<file path="src/design/vrba_pkg.sv">
// shared widths, types and constants of the vector rotation pipeline
package vrba_pkg;

    localparam int ITERATIONS = 16;
    localparam int TABLE_LEN  = 24;
    localparam int N_STAGES   = (ITERATIONS > TABLE_LEN) ? TABLE_LEN : ITERATIONS;

    localparam int IN_W   = 16;
    localparam int OUT_W  = 17;
    localparam int FRAC_W = 16;
    localparam int XY_W   = 36;
    localparam int Z_W    = 32;

    localparam int GAIN_W = 31;
    localparam logic signed [GAIN_W-1:0] GAIN_Q30 = 31'sd652032874;
    localparam int RND_SH = 46;

    // latency in cycles from an accepted start to the result strobe
    localparam int LATENCY = N_STAGES + 3;

    localparam logic signed [Z_W-1:0] ATAN_TAB [TABLE_LEN] = '{
        32'sd536870912, 32'sd316933406, 32'sd167458907, 32'sd85004756,
        32'sd42667331,  32'sd21354465,  32'sd10679838,  32'sd5340245,
        32'sd2670163,   32'sd1335087,   32'sd667544,    32'sd333772,
        32'sd166886,    32'sd83443,     32'sd41722,     32'sd20861,
        32'sd10430,     32'sd5215,      32'sd2608,      32'sd1304,
        32'sd652,       32'sd326,       32'sd163,       32'sd81
    };

    typedef struct packed {
        logic signed [XY_W-1:0] x;
        logic signed [XY_W-1:0] y;
        logic signed [Z_W-1:0]  z;
    } t_cordic;

endpackage

</file>
<file path="src/design/vrba_quad.sv">
// quadrant reduction stage: exact quarter-turn swap and residual angle
module vrba_quad
    import vrba_pkg::*;
(
    input  logic                   i_clk,
    input  logic                   i_rst_n,
    input  logic                   i_valid,
    input  logic signed [IN_W-1:0] i_vec_x,
    input  logic signed [IN_W-1:0] i_vec_y,
    input  logic        [IN_W-1:0] i_rot_angle,
    output logic                   o_valid,
    output t_cordic                o_data
);

    logic        [IN_W-1:0] angle_bias;
    logic        [1:0]      quad;
    logic signed [IN_W-1:0] resid;
    logic signed [IN_W:0]   x_ext, y_ext, x_int, y_int;
    t_cordic                n_data;
    t_cordic                r_data;
    logic                   r_valid;

    assign angle_bias = i_rot_angle + 16'h2000;
    assign quad       = angle_bias[IN_W-1:IN_W-2];
    assign resid      = signed'({i_rot_angle[IN_W-1:IN_W-2] - quad, i_rot_angle[IN_W-3:0]});
    assign x_ext      = (IN_W+1)'(i_vec_x);
    assign y_ext      = (IN_W+1)'(i_vec_y);

    always_comb begin
        case (quad)
            2'd1: begin
                x_int = -y_ext;
                y_int = x_ext;
            end
            2'd2: begin
                x_int = -x_ext;
                y_int = -y_ext;
            end
            2'd3: begin
                x_int = y_ext;
                y_int = -x_ext;
            end
            default: begin
                x_int = x_ext;
                y_int = y_ext;
            end
        endcase
        n_data.x = XY_W'(x_int) <<< FRAC_W;
        n_data.y = XY_W'(y_int) <<< FRAC_W;
        n_data.z = Z_W'(resid) <<< 16;
    end

    always_ff @(posedge i_clk) begin
        if (!i_rst_n) begin
            r_valid <= 1'b0;
        end else begin
            r_valid <= i_valid;
        end
    end

    always_ff @(posedge i_clk) begin
        r_data <= n_data;
    end

    assign o_valid = r_valid;
    assign o_data  = r_data;

endmodule

</file>
<file path="config.mk">
export PLATFORM = sky130hd
export DESIGN_NAME = vrba_quad
export DESIGN_NICKNAME = d
export VERILOG_FILES = /design/src/design/vrba_pkg.sv /design/src/design/vrba_quad.sv
export SDC_FILE = /design/constraint.sdc
export NUM_CORES = 1
export LEC_CHECK = 0
export CAP_MARGIN = 25
export CORE_ASPECT_RATIO = 0.8
export CORE_MARGIN = 1
export CORE_UTILIZATION = 40
export CTS_BUF_LIST = sky130_fd_sc_hd__clkbuf_8
export CTS_CLUSTER_DIAMETER = 80
export CTS_CLUSTER_SIZE = 40
export DETAILED_ROUTE_END_ITERATION = 8
export DONT_BUFFER_PORTS = 1
export GPL_ROUTABILITY_DRIVEN = 0
export GPL_TIMING_DRIVEN = 1
export PLACE_DENSITY = 0.57
export REMOVE_ABC_BUFFERS = 1
export SYNTH_ARGS = -nofsm -noshare
export SYNTH_HDL_FRONTEND = slang
export SYNTH_SLANG_ARGS = --single-unit
</file>
<file path="constraint.sdc">
create_clock -name i_clk -period 1.8 [get_ports i_clk]
set_clock_uncertainty 0.1 [all_clocks]
set_input_delay 0.36 -clock i_clk [delete_from_list [all_inputs] [get_ports i_clk]]
set_output_delay 0.36 -clock i_clk [all_outputs]
set_load 0.05 [all_outputs]
</file>
==> flow_summary.toml <==
[global_routing]
grt_pass1_wl_um = 8970
grt_max_degree = 27
grt-ovfl-total = 0
grt_pass1_vias = 1759
grt_usage_pct = 15.85
antenna_found_initial = 0

[synth]
synth-async-reset-ratio_pct = 0
yosys_warnings = 0
synth-edff-count = 0
synth.distinct_cells = 45
ys_seq_area_share_pct = 35.71
netlist_area_mm2 = 0.002859
ys_seq_elements = 51
synth_cells = 321
ys.flop_type = "dfxtp_1"
synth.avg_cell_area_um2 = 8.907

[floorplan]
core-area_mm2 = 0.006892
die_w_um = 96.52
dieArea_mm2 = 0.007491
rows = 27
design.portCount = 156
start_util_pct = 41.49
fp.dieH_um = 77.62

[timing]
fin_crit_sh_pct = 86.34
tightest_slew_ps = 522.1
maxSlewViolCount = 0
rsz0062_at_grt = "false"
setup_viol = 0
hold_viol = 0
slew_headroom_pct = 65.15
period_needed_ps = 1554
fmax_mhz = 643.4

[critical_path]
cp_num_buf_inv = 1
path_max_fanout = 3
arrival_ps = 1090
cp_cell_sequence = "buf_12"
startpoint_type = "register"
crit_family = "flip-flops"
cpMaxStageDelayCell = "dfxtp_2"
worst-setup-path-type = "register to output pin"
cp-end-kind = "output pin"
crit_required_ps = 1340
slowest_delay_ps = 520

[min_path]
hold_class = "input pin to register"

[drt]
vias = 2020
wl_per_cell_um = 14.38
ant_nets = 0
drtIter0Drc = 54
finalWirelength_um = 6126
drc = 0
viasPerCell = 4.742
drt_first_pass_iters = 4

[status]
status = "finished, final reports clean"

[clocking]
post_cts_resized = 0
cts_tree = "built"
cts.path.max_buffers = 2
path_clk_slew_ps = 100
post_cts_buffers = 0
htree_levels = 2
numCtsBuffers = 5
clock-sinks = 51
ctsRootBufferMaster = "clkbuf_8"

[layout]
fin_util_pct = 44.97
final_common_cell = "dfxtp_1"
layout.cells.non_filler = 426
final_cell_mix = "dfxtp_1 (49), conb_1 (48), nor2_1 (34)"
syn_to_final_growth_pct = 8.403
diodes = 0
nets = 393
final_area_mm2 = 0.003099
drive_gt1_share_pct = 12.39

[pwr]
ir_drop_uv = 389.5
power_density_mw_per_mm2 = 1147
leakage_nw = 1.317

[placed_design]
place_inst = 404
dpl_cell_area_mm2 = 0.002863
place.detailed.hpwl_um = 4514
numPortBuffers = 0

[run]
maxCapViolations = 0
[cell families (layout without fill, tap and decap cells)]
family                   Yosys count  in the layout  share of synthesized area [%]
AO/OA/AOI/OAI                     60             60                          12.30
XOR/XNOR                          42             42                          13.13
adder cells (fa/ha/maj)            4              4                          1.751
buffers and inverters             77             48                          17.72
flip-flops                        51             51                          35.71
multiplexers                      11             11                          4.726
other                              1             48                         0.1312
AND/OR/NAND/NOR                   75             75                          14.53
[sequential cells by signal, summed over array words and instances (netlist names)]
register / flops
o_data: 50
o_valid: 1
[layout make-up]
| type | instances | area, um2 |
|---|---|---|
| fillers | 674 | 3792 |
| flip-flops and latches | 51 | 1023 |
| repair buffers | 32 | 325.3 |
| clock buffers | 5 | 68.82 |
| well taps | 87 | 108.9 |
| inverters | 8 | 30.03 |
| multi-input cells | 240 | 1515 |
| clock inverters | 3 | 27.53 |
[what timing repair did]
action                                 4_1_cts  5_1_grt
endpoints found under the hold margin       14        0
hold buffers                                14        0
setup endpoints to repair                    0        0
[final timing paths]
check	start	endpoint	cells past startpoint
worst max-delay path	o_data[100]	o_data[100]	1
worst min-delay path	i_rot_angle[14]	o_data[30]	1
[stage by stage]
stage	setup slack [ps]	hold slack [ps]	TNS (ps)	total power, mW
after floorplan	-871.9	287.7	-22420	2.673
after global placement	3.821	287.8	0	2.857
after detailed placement	-19.22	287.7	-33.89	2.863
after CTS	233.1	42.67	0	3.587
after global routing	201.9	42.57	0	3.737
final	245.9	46.61	0	3.553
[cells in the mapped netlist (2+ instances only)]
cell,instances,area (um2)
a21oi_1,24,120.1
a31oi_1,3,18.77
a41oi_1,2,17.52
and2_1,3,18.77
buf_1,2,7.510
buf_2,5,25.02
buf_4,56,420.4
clkbuf_1,5,18.77
dfxtp_1,51,1021
ha_1,4,50.05
inv_1,7,26.28
mux2i_1,9,90.09
mux4_2,2,45.04
nand2_1,14,52.55
nand3_1,3,15.01
nand4_1,2,12.51
nor2_1,34,127.6
nor3_1,5,25.02
nor3_2,2,20.02
nor3b_1,2,15.01
nor4_2,2,25.02
o211a_1,2,20.02
o211ai_1,2,15.01
o21ai_0,16,80.08
o21ai_1,3,15.01
o311ai_0,2,17.52
o31a_1,2,17.52
xnor2_1,23,201.4
xor2_1,18,157.7
[power breakdown]
group | internal (mW) | switching (mW)
combinational | 0.297 | 0.571
clock | 0.286 | 0.412
sequential | 1.30 | 0.684
[metal layers]
layer	GRT usage [%]	part of all wire, %	vias to the layer above
met5	0	0	-
met4	4.265	1.5	0
met3	7.843	13	9
met2	25.00	43	107
met1	18.93	42	900
li1	-	-	1004
Note: power is estimated with default switching activity, not from simulation.
