===== src/design/vrba_pkg.sv =====
// shared widths, types and constants of the vector rotation pipeline
package vrba_pkg;

    localparam int ITERATIONS = 16;
    localparam int TABLE_LEN  = 24;
    localparam int N_STAGES   = (ITERATIONS > TABLE_LEN) ? TABLE_LEN : ITERATIONS;

    localparam int IN_W   = 16;
    localparam int OUT_W  = 17;
    localparam int FRAC_W = 16;
    localparam int XY_W   = 36;
    localparam int Z_W    = 32;

    localparam int GAIN_W = 31;
    localparam logic signed [GAIN_W-1:0] GAIN_Q30 = 31'sd652032874;
    localparam int RND_SH = 46;

    // latency in cycles from an accepted start to the result strobe
    localparam int LATENCY = N_STAGES + 3;

    localparam logic signed [Z_W-1:0] ATAN_TAB [TABLE_LEN] = '{
        32'sd536870912, 32'sd316933406, 32'sd167458907, 32'sd85004756,
        32'sd42667331,  32'sd21354465,  32'sd10679838,  32'sd5340245,
        32'sd2670163,   32'sd1335087,   32'sd667544,    32'sd333772,
        32'sd166886,    32'sd83443,     32'sd41722,     32'sd20861,
        32'sd10430,     32'sd5215,      32'sd2608,      32'sd1304,
        32'sd652,       32'sd326,       32'sd163,       32'sd81
    };

    typedef struct packed {
        logic signed [XY_W-1:0] x;
        logic signed [XY_W-1:0] y;
        logic signed [Z_W-1:0]  z;
    } t_cordic;

endpackage


===== src/design/vrba_gain.sv =====
// gain compensation: split multiply by the inverse cordic gain, then round to integer
module vrba_gain
    import vrba_pkg::*;
(
    input  logic                    i_clk,
    input  logic                    i_rst_n,
    input  logic                    i_valid,
    input  logic signed [XY_W-1:0]  i_x,
    input  logic signed [XY_W-1:0]  i_y,
    output logic                    o_valid,
    output logic signed [OUT_W-1:0] o_x,
    output logic signed [OUT_W-1:0] o_y
);

    localparam int HI_W  = XY_W - FRAC_W;
    localparam int PH_W  = HI_W + GAIN_W;
    localparam int PL_W  = FRAC_W + 1 + GAIN_W;
    localparam int SUM_W = PH_W + FRAC_W + 1;

    localparam logic signed [SUM_W-1:0] RND_HALF = SUM_W'(1) <<< (RND_SH - 1);

    logic signed [HI_W-1:0]   xh, yh;
    logic signed [FRAC_W:0]   xl, yl;
    logic signed [PH_W-1:0]   r_xh_p, r_yh_p;
    logic signed [PL_W-1:0]   r_xl_p, r_yl_p;
    logic signed [SUM_W-1:0]  n_xs, n_ys;
    logic signed [OUT_W-1:0]  r_x, r_y;
    logic                     r_vld_a, r_vld_b;

    // high part signed, low part as a non-negative 17-bit value
    assign xh = i_x[XY_W-1:FRAC_W];
    assign yh = i_y[XY_W-1:FRAC_W];
    assign xl = signed'({1'b0, i_x[FRAC_W-1:0]});
    assign yl = signed'({1'b0, i_y[FRAC_W-1:0]});

    always_ff @(posedge i_clk) begin
        r_xh_p <= PH_W'(xh) * PH_W'(GAIN_Q30);
        r_yh_p <= PH_W'(yh) * PH_W'(GAIN_Q30);
        r_xl_p <= PL_W'(xl) * PL_W'(GAIN_Q30);
        r_yl_p <= PL_W'(yl) * PL_W'(GAIN_Q30);
    end

    assign n_xs = (SUM_W'(r_xh_p) <<< FRAC_W) + SUM_W'(r_xl_p) + RND_HALF;
    assign n_ys = (SUM_W'(r_yh_p) <<< FRAC_W) + SUM_W'(r_yl_p) + RND_HALF;

    always_ff @(posedge i_clk) begin
        r_x <= n_xs[RND_SH+OUT_W-1:RND_SH];
        r_y <= n_ys[RND_SH+OUT_W-1:RND_SH];
    end

    always_ff @(posedge i_clk) begin
        if (!i_rst_n) begin
            r_vld_a <= 1'b0;
            r_vld_b <= 1'b0;
        end else begin
            r_vld_a <= i_valid;
            r_vld_b <= r_vld_a;
        end
    end

    assign o_valid = r_vld_b;
    assign o_x     = r_x;
    assign o_y     = r_y;

endmodule


===== config.mk =====
export PLATFORM = sky130hd
export DESIGN_NAME = vrba_gain
export DESIGN_NICKNAME = d
export VERILOG_FILES = /design/src/design/vrba_pkg.sv /design/src/design/vrba_gain.sv
export SDC_FILE = /design/constraint.sdc
export NUM_CORES = 2
export LEC_CHECK = 0
export ABC_AREA = 1
export BUFFER_PORTS_ARGS = -buffer_cell sky130_fd_sc_hd__buf_2
export CAP_MARGIN = 20
export CORE_MARGIN = 5
export CORE_UTILIZATION = 40
export DETAILED_ROUTE_END_ITERATION = 8
export PLACE_DENSITY_LB_ADDON = 0.12
export SETUP_SLACK_MARGIN = 0.1
export SLEW_MARGIN = 10
export SYNTH_ARGS = -nofsm -noshare
export SYNTH_HDL_FRONTEND = slang
export SYNTH_SLANG_ARGS = --single-unit

===== constraint.sdc =====
create_clock -name i_clk -period 8.8 [get_ports i_clk]
set_input_delay 0.88 -clock i_clk [delete_from_list [all_inputs] [get_ports i_clk]]
set_output_delay 0.88 -clock i_clk [all_outputs]
set_load 0.03 [all_outputs]

==> run_results.csv <==
group,metric,value,unit
timing,setup_viol,0,
drt,drt_iter0_drc,2179,
synthesis,avgSynthCellArea,7.82,sq um
timing,skew,0.0323,ns
setup_path,cpMostUsedCell,"fa_1",
setup_path,crit_fanout,6,
clock_tree,post_cts_resized,0,
finish,area_growth,6.47,%
timing,finalHoldViolations,0,
clock_tree,cts-root-buf,"clkbuf_16",
synthesis,synth_fp_nets,7994,
finish,final_common_cell,"inv_1",
synthesis,synth-seq-area-share,7.60,%
drt,drtAntennaViolNets,0,
placed_design,gp_congestion,0.956,
finish,drive_gt1_share,2.98,%
finish,mostFrequentLayoutCells,"1778 x inv_1, 1395 x nand2_1, 842 x fa_1",
setup_path,startpoint_type,"input port",
setup_path,cp.arrival,6.44,ns
grt,antenna_found_initial,2,
clock_tree,clockBufferDepth,2,
floorplan,fp.dieW,360,um
grt,grt-ovfl-total,0,
job,drv_cap,0,
placed_design,port_buffers,109,
floorplan,rows,128,
timing,fmax,0.166,GHz
setup_path,end_kind,"register",
clock_tree,htreeDepth,4,
clock_tree,cts_tree,"built",
clock_tree,cts_setup_buffers,0,
grt,grt_pass1_wl,237000,um
setup_path,crit_type,"input port to register",
timing,worst_pin_slew,0.572,ns
finish,nets,8121,
floorplan,die_h,360,um
placed_design,dpl.hpwl,136000,um
floorplan,core_area,122000,sq um
synthesis,syn_inst,6268,
floorplan,floorplan.initialDensity,40.3,%
synthesis,synth_top_area_share,34.4,%
hold_path,holdPathStages,2,
clock_tree,numCtsBuffers,17,
synthesis,synth_area_leaders,"fa_1 34%, ha_1 21%, inv_1 14%, nand2_1 11%, dfxtp_1 7.6%",
timing,setup_tns,0,ns
synthesis,mappedNetlistArea,49000,sq um
setup_path,reg2regPathDepth,11,
timing,slew-limit-headroom,61.6,%
finish,nFillCells,12825,
hold_path,hold_class,"register to register",
floorplan,fp.dieArea,130000,sq um
drt,postRouteWirelength,148000,um
setup_path,slowest_stage,"fa_1",
drt,vias_per_cell,4.74,
synthesis,ys_types,37,
clock_tree,insertion_delay,0.53,ns
drt,post-route-drc-count,0,
clock_tree,postCtsHoldBufs,0,
drt,num_vias,38051,
setup_path,critical_path_required,9.21,ns
status,status,"finished clean",
drt,drt-pass1-iter-count,7,
floorplan,boundaryPins,110,
setup_path,cp_cell_sequence,"buf_2 > fa_1 > inv_1 > fa_1 > fa_1 > fa_1 > inv_1 > fa_1 > fa_1 > inv_1 > fa_1 > inv_1 > ha_1 > a21oi_1 > o21ai_0 > a21oi_1 > nor2_1 > nor2_1 > nand2_1 > nand2_1 > nand2_1",
synthesis,yosys_register_bits,186,
timing,fin_crit_sh,68.5,%
drt,wl_per_cell,18.5,um
setup_path,max_stage_delay,0.61,ns
grt,grt_max_degree,20,
synthesis,yosys_warnings,0,
timing,rsz0062_at_grt,"false",
timing,fin_crit,6.03,ns
synthesis,yosys.area.top_type,"fa_1",
timing,drv_slew,0,
clock_tree,clkSinkCount,186,
grt,grt_pass1_vias,41169,
clock_tree,path_clk_slew,0.10,ns
grt,grt_usage,23.5,%
synth_stat cells:
cell type / n
o21ai_1: 4
nand3b_2: 1
fa_1: 842
o21ai_0: 85
nand3_1: 211
nand2_2: 10
buf_4: 1
dfxtp_1: 186
a21oi_1: 202
and2_1: 6
nor2_1: 451
nor3_1: 30
clkinv_1: 1
and3_1: 2
ha_1: 809
a31oi_1: 6
a21boi_0: 1
inv_2: 1
o21ai_2: 1
a22oi_1: 1
xor2_1: 58
nand4_1: 67
o211ai_1: 1
o211ai_2: 1
nor2_2: 18
nand2_1: 1395
nand3_2: 7
xnor2_1: 19
o21a_1: 7
or2_2: 3
nand3b_1: 7
a21o_1: 9
o21bai_1: 38
a21oi_2: 1
inv_1: 1778
or2_1: 1
nor3_2: 7
critical path, delay by kind of cell:
family	cells	cell delay, ns
fa+ha+maj	8	4.01
compound gates	3	0.74
buf+inv	5	0.44
simple gates	5	0.35
final timing paths:
kind | from | end | slack, ns
max | i_y[24] | r_yh_p[36] | 2.77
min | r_vld_a | o_valid | 0.42
max reg2reg | r_yh_p[25] | o_y[0] | 6.28
min reg2reg | r_vld_a | o_valid | 0.42
per-layer routing:
| metal | track usage [%] | wire, um |
|---|---|---|
| met5 | 0 | 0 |
| met4 | 4.80 | 2990 |
| met3 | 1.89 | 4390 |
| met2 | 39.9 | 69400 |
| met1 | 33.0 | 71500 |
kinds of logic (layout without fill, tap and decap cells):
kind of cell	Yosys count	in the layout	share of synthesized area (%)
and+or+nand+nor	2216	2216	18.4
buffers and inverters	1781	1921	13.6
adders and majority gates	1651	1651	55.0
AOI/OAI and AO/OA	357	357	3.98
DFF	186	186	7.60
xor gates and xnor gates	77	77	1.38
other	0	2	0
sequential cells by signal (all words and copies together) (netlist names):
register and flops:
r_yh_p 46, r_yl_p 29, o_x 17, r_xh_p 46
o_valid 1, r_xl_p 29, r_vld_a 1, o_y 17
area by class of cell:
class	count	area, sq um	area share, %
diodes	2	5.00	0.00959
clock buffers	18	439	0.841
clock inverters	14	155	0.297
inverters	1780	6680	12.8
multi-input cells	4301	38600	74.0
flip-flops and latches	186	3720	7.13
well taps	1625	2030	3.90
repair buffers	109	546	1.05
per-stage QoR:
| stage | hold WS (ns) | setup WS (ns) | utilization [%] | cell area (sq um) | cells |
|---|---|---|---|---|---|
| after floorplan | 0.390 | 2.99 | - | 49000 | 6268 |
| after global placement | 0.396 | 2.23 | 42.4 | 51600 | 8001 |
| after detailed placement | 0.413 | 2.26 | 42.4 | 51600 | 8001 |
| after CTS | 0.428 | 2.80 | 42.9 | 52200 | 8033 |
| after global routing | 0.451 | 2.50 | 42.9 | 52200 | 8033 |
| final | 0.425 | 2.77 | 42.9 | 52200 | 8035 |
Power is left out: the tool's default activity adds up to more than one toggle a clock period on the data nets, which glitch-free logic cannot reach.
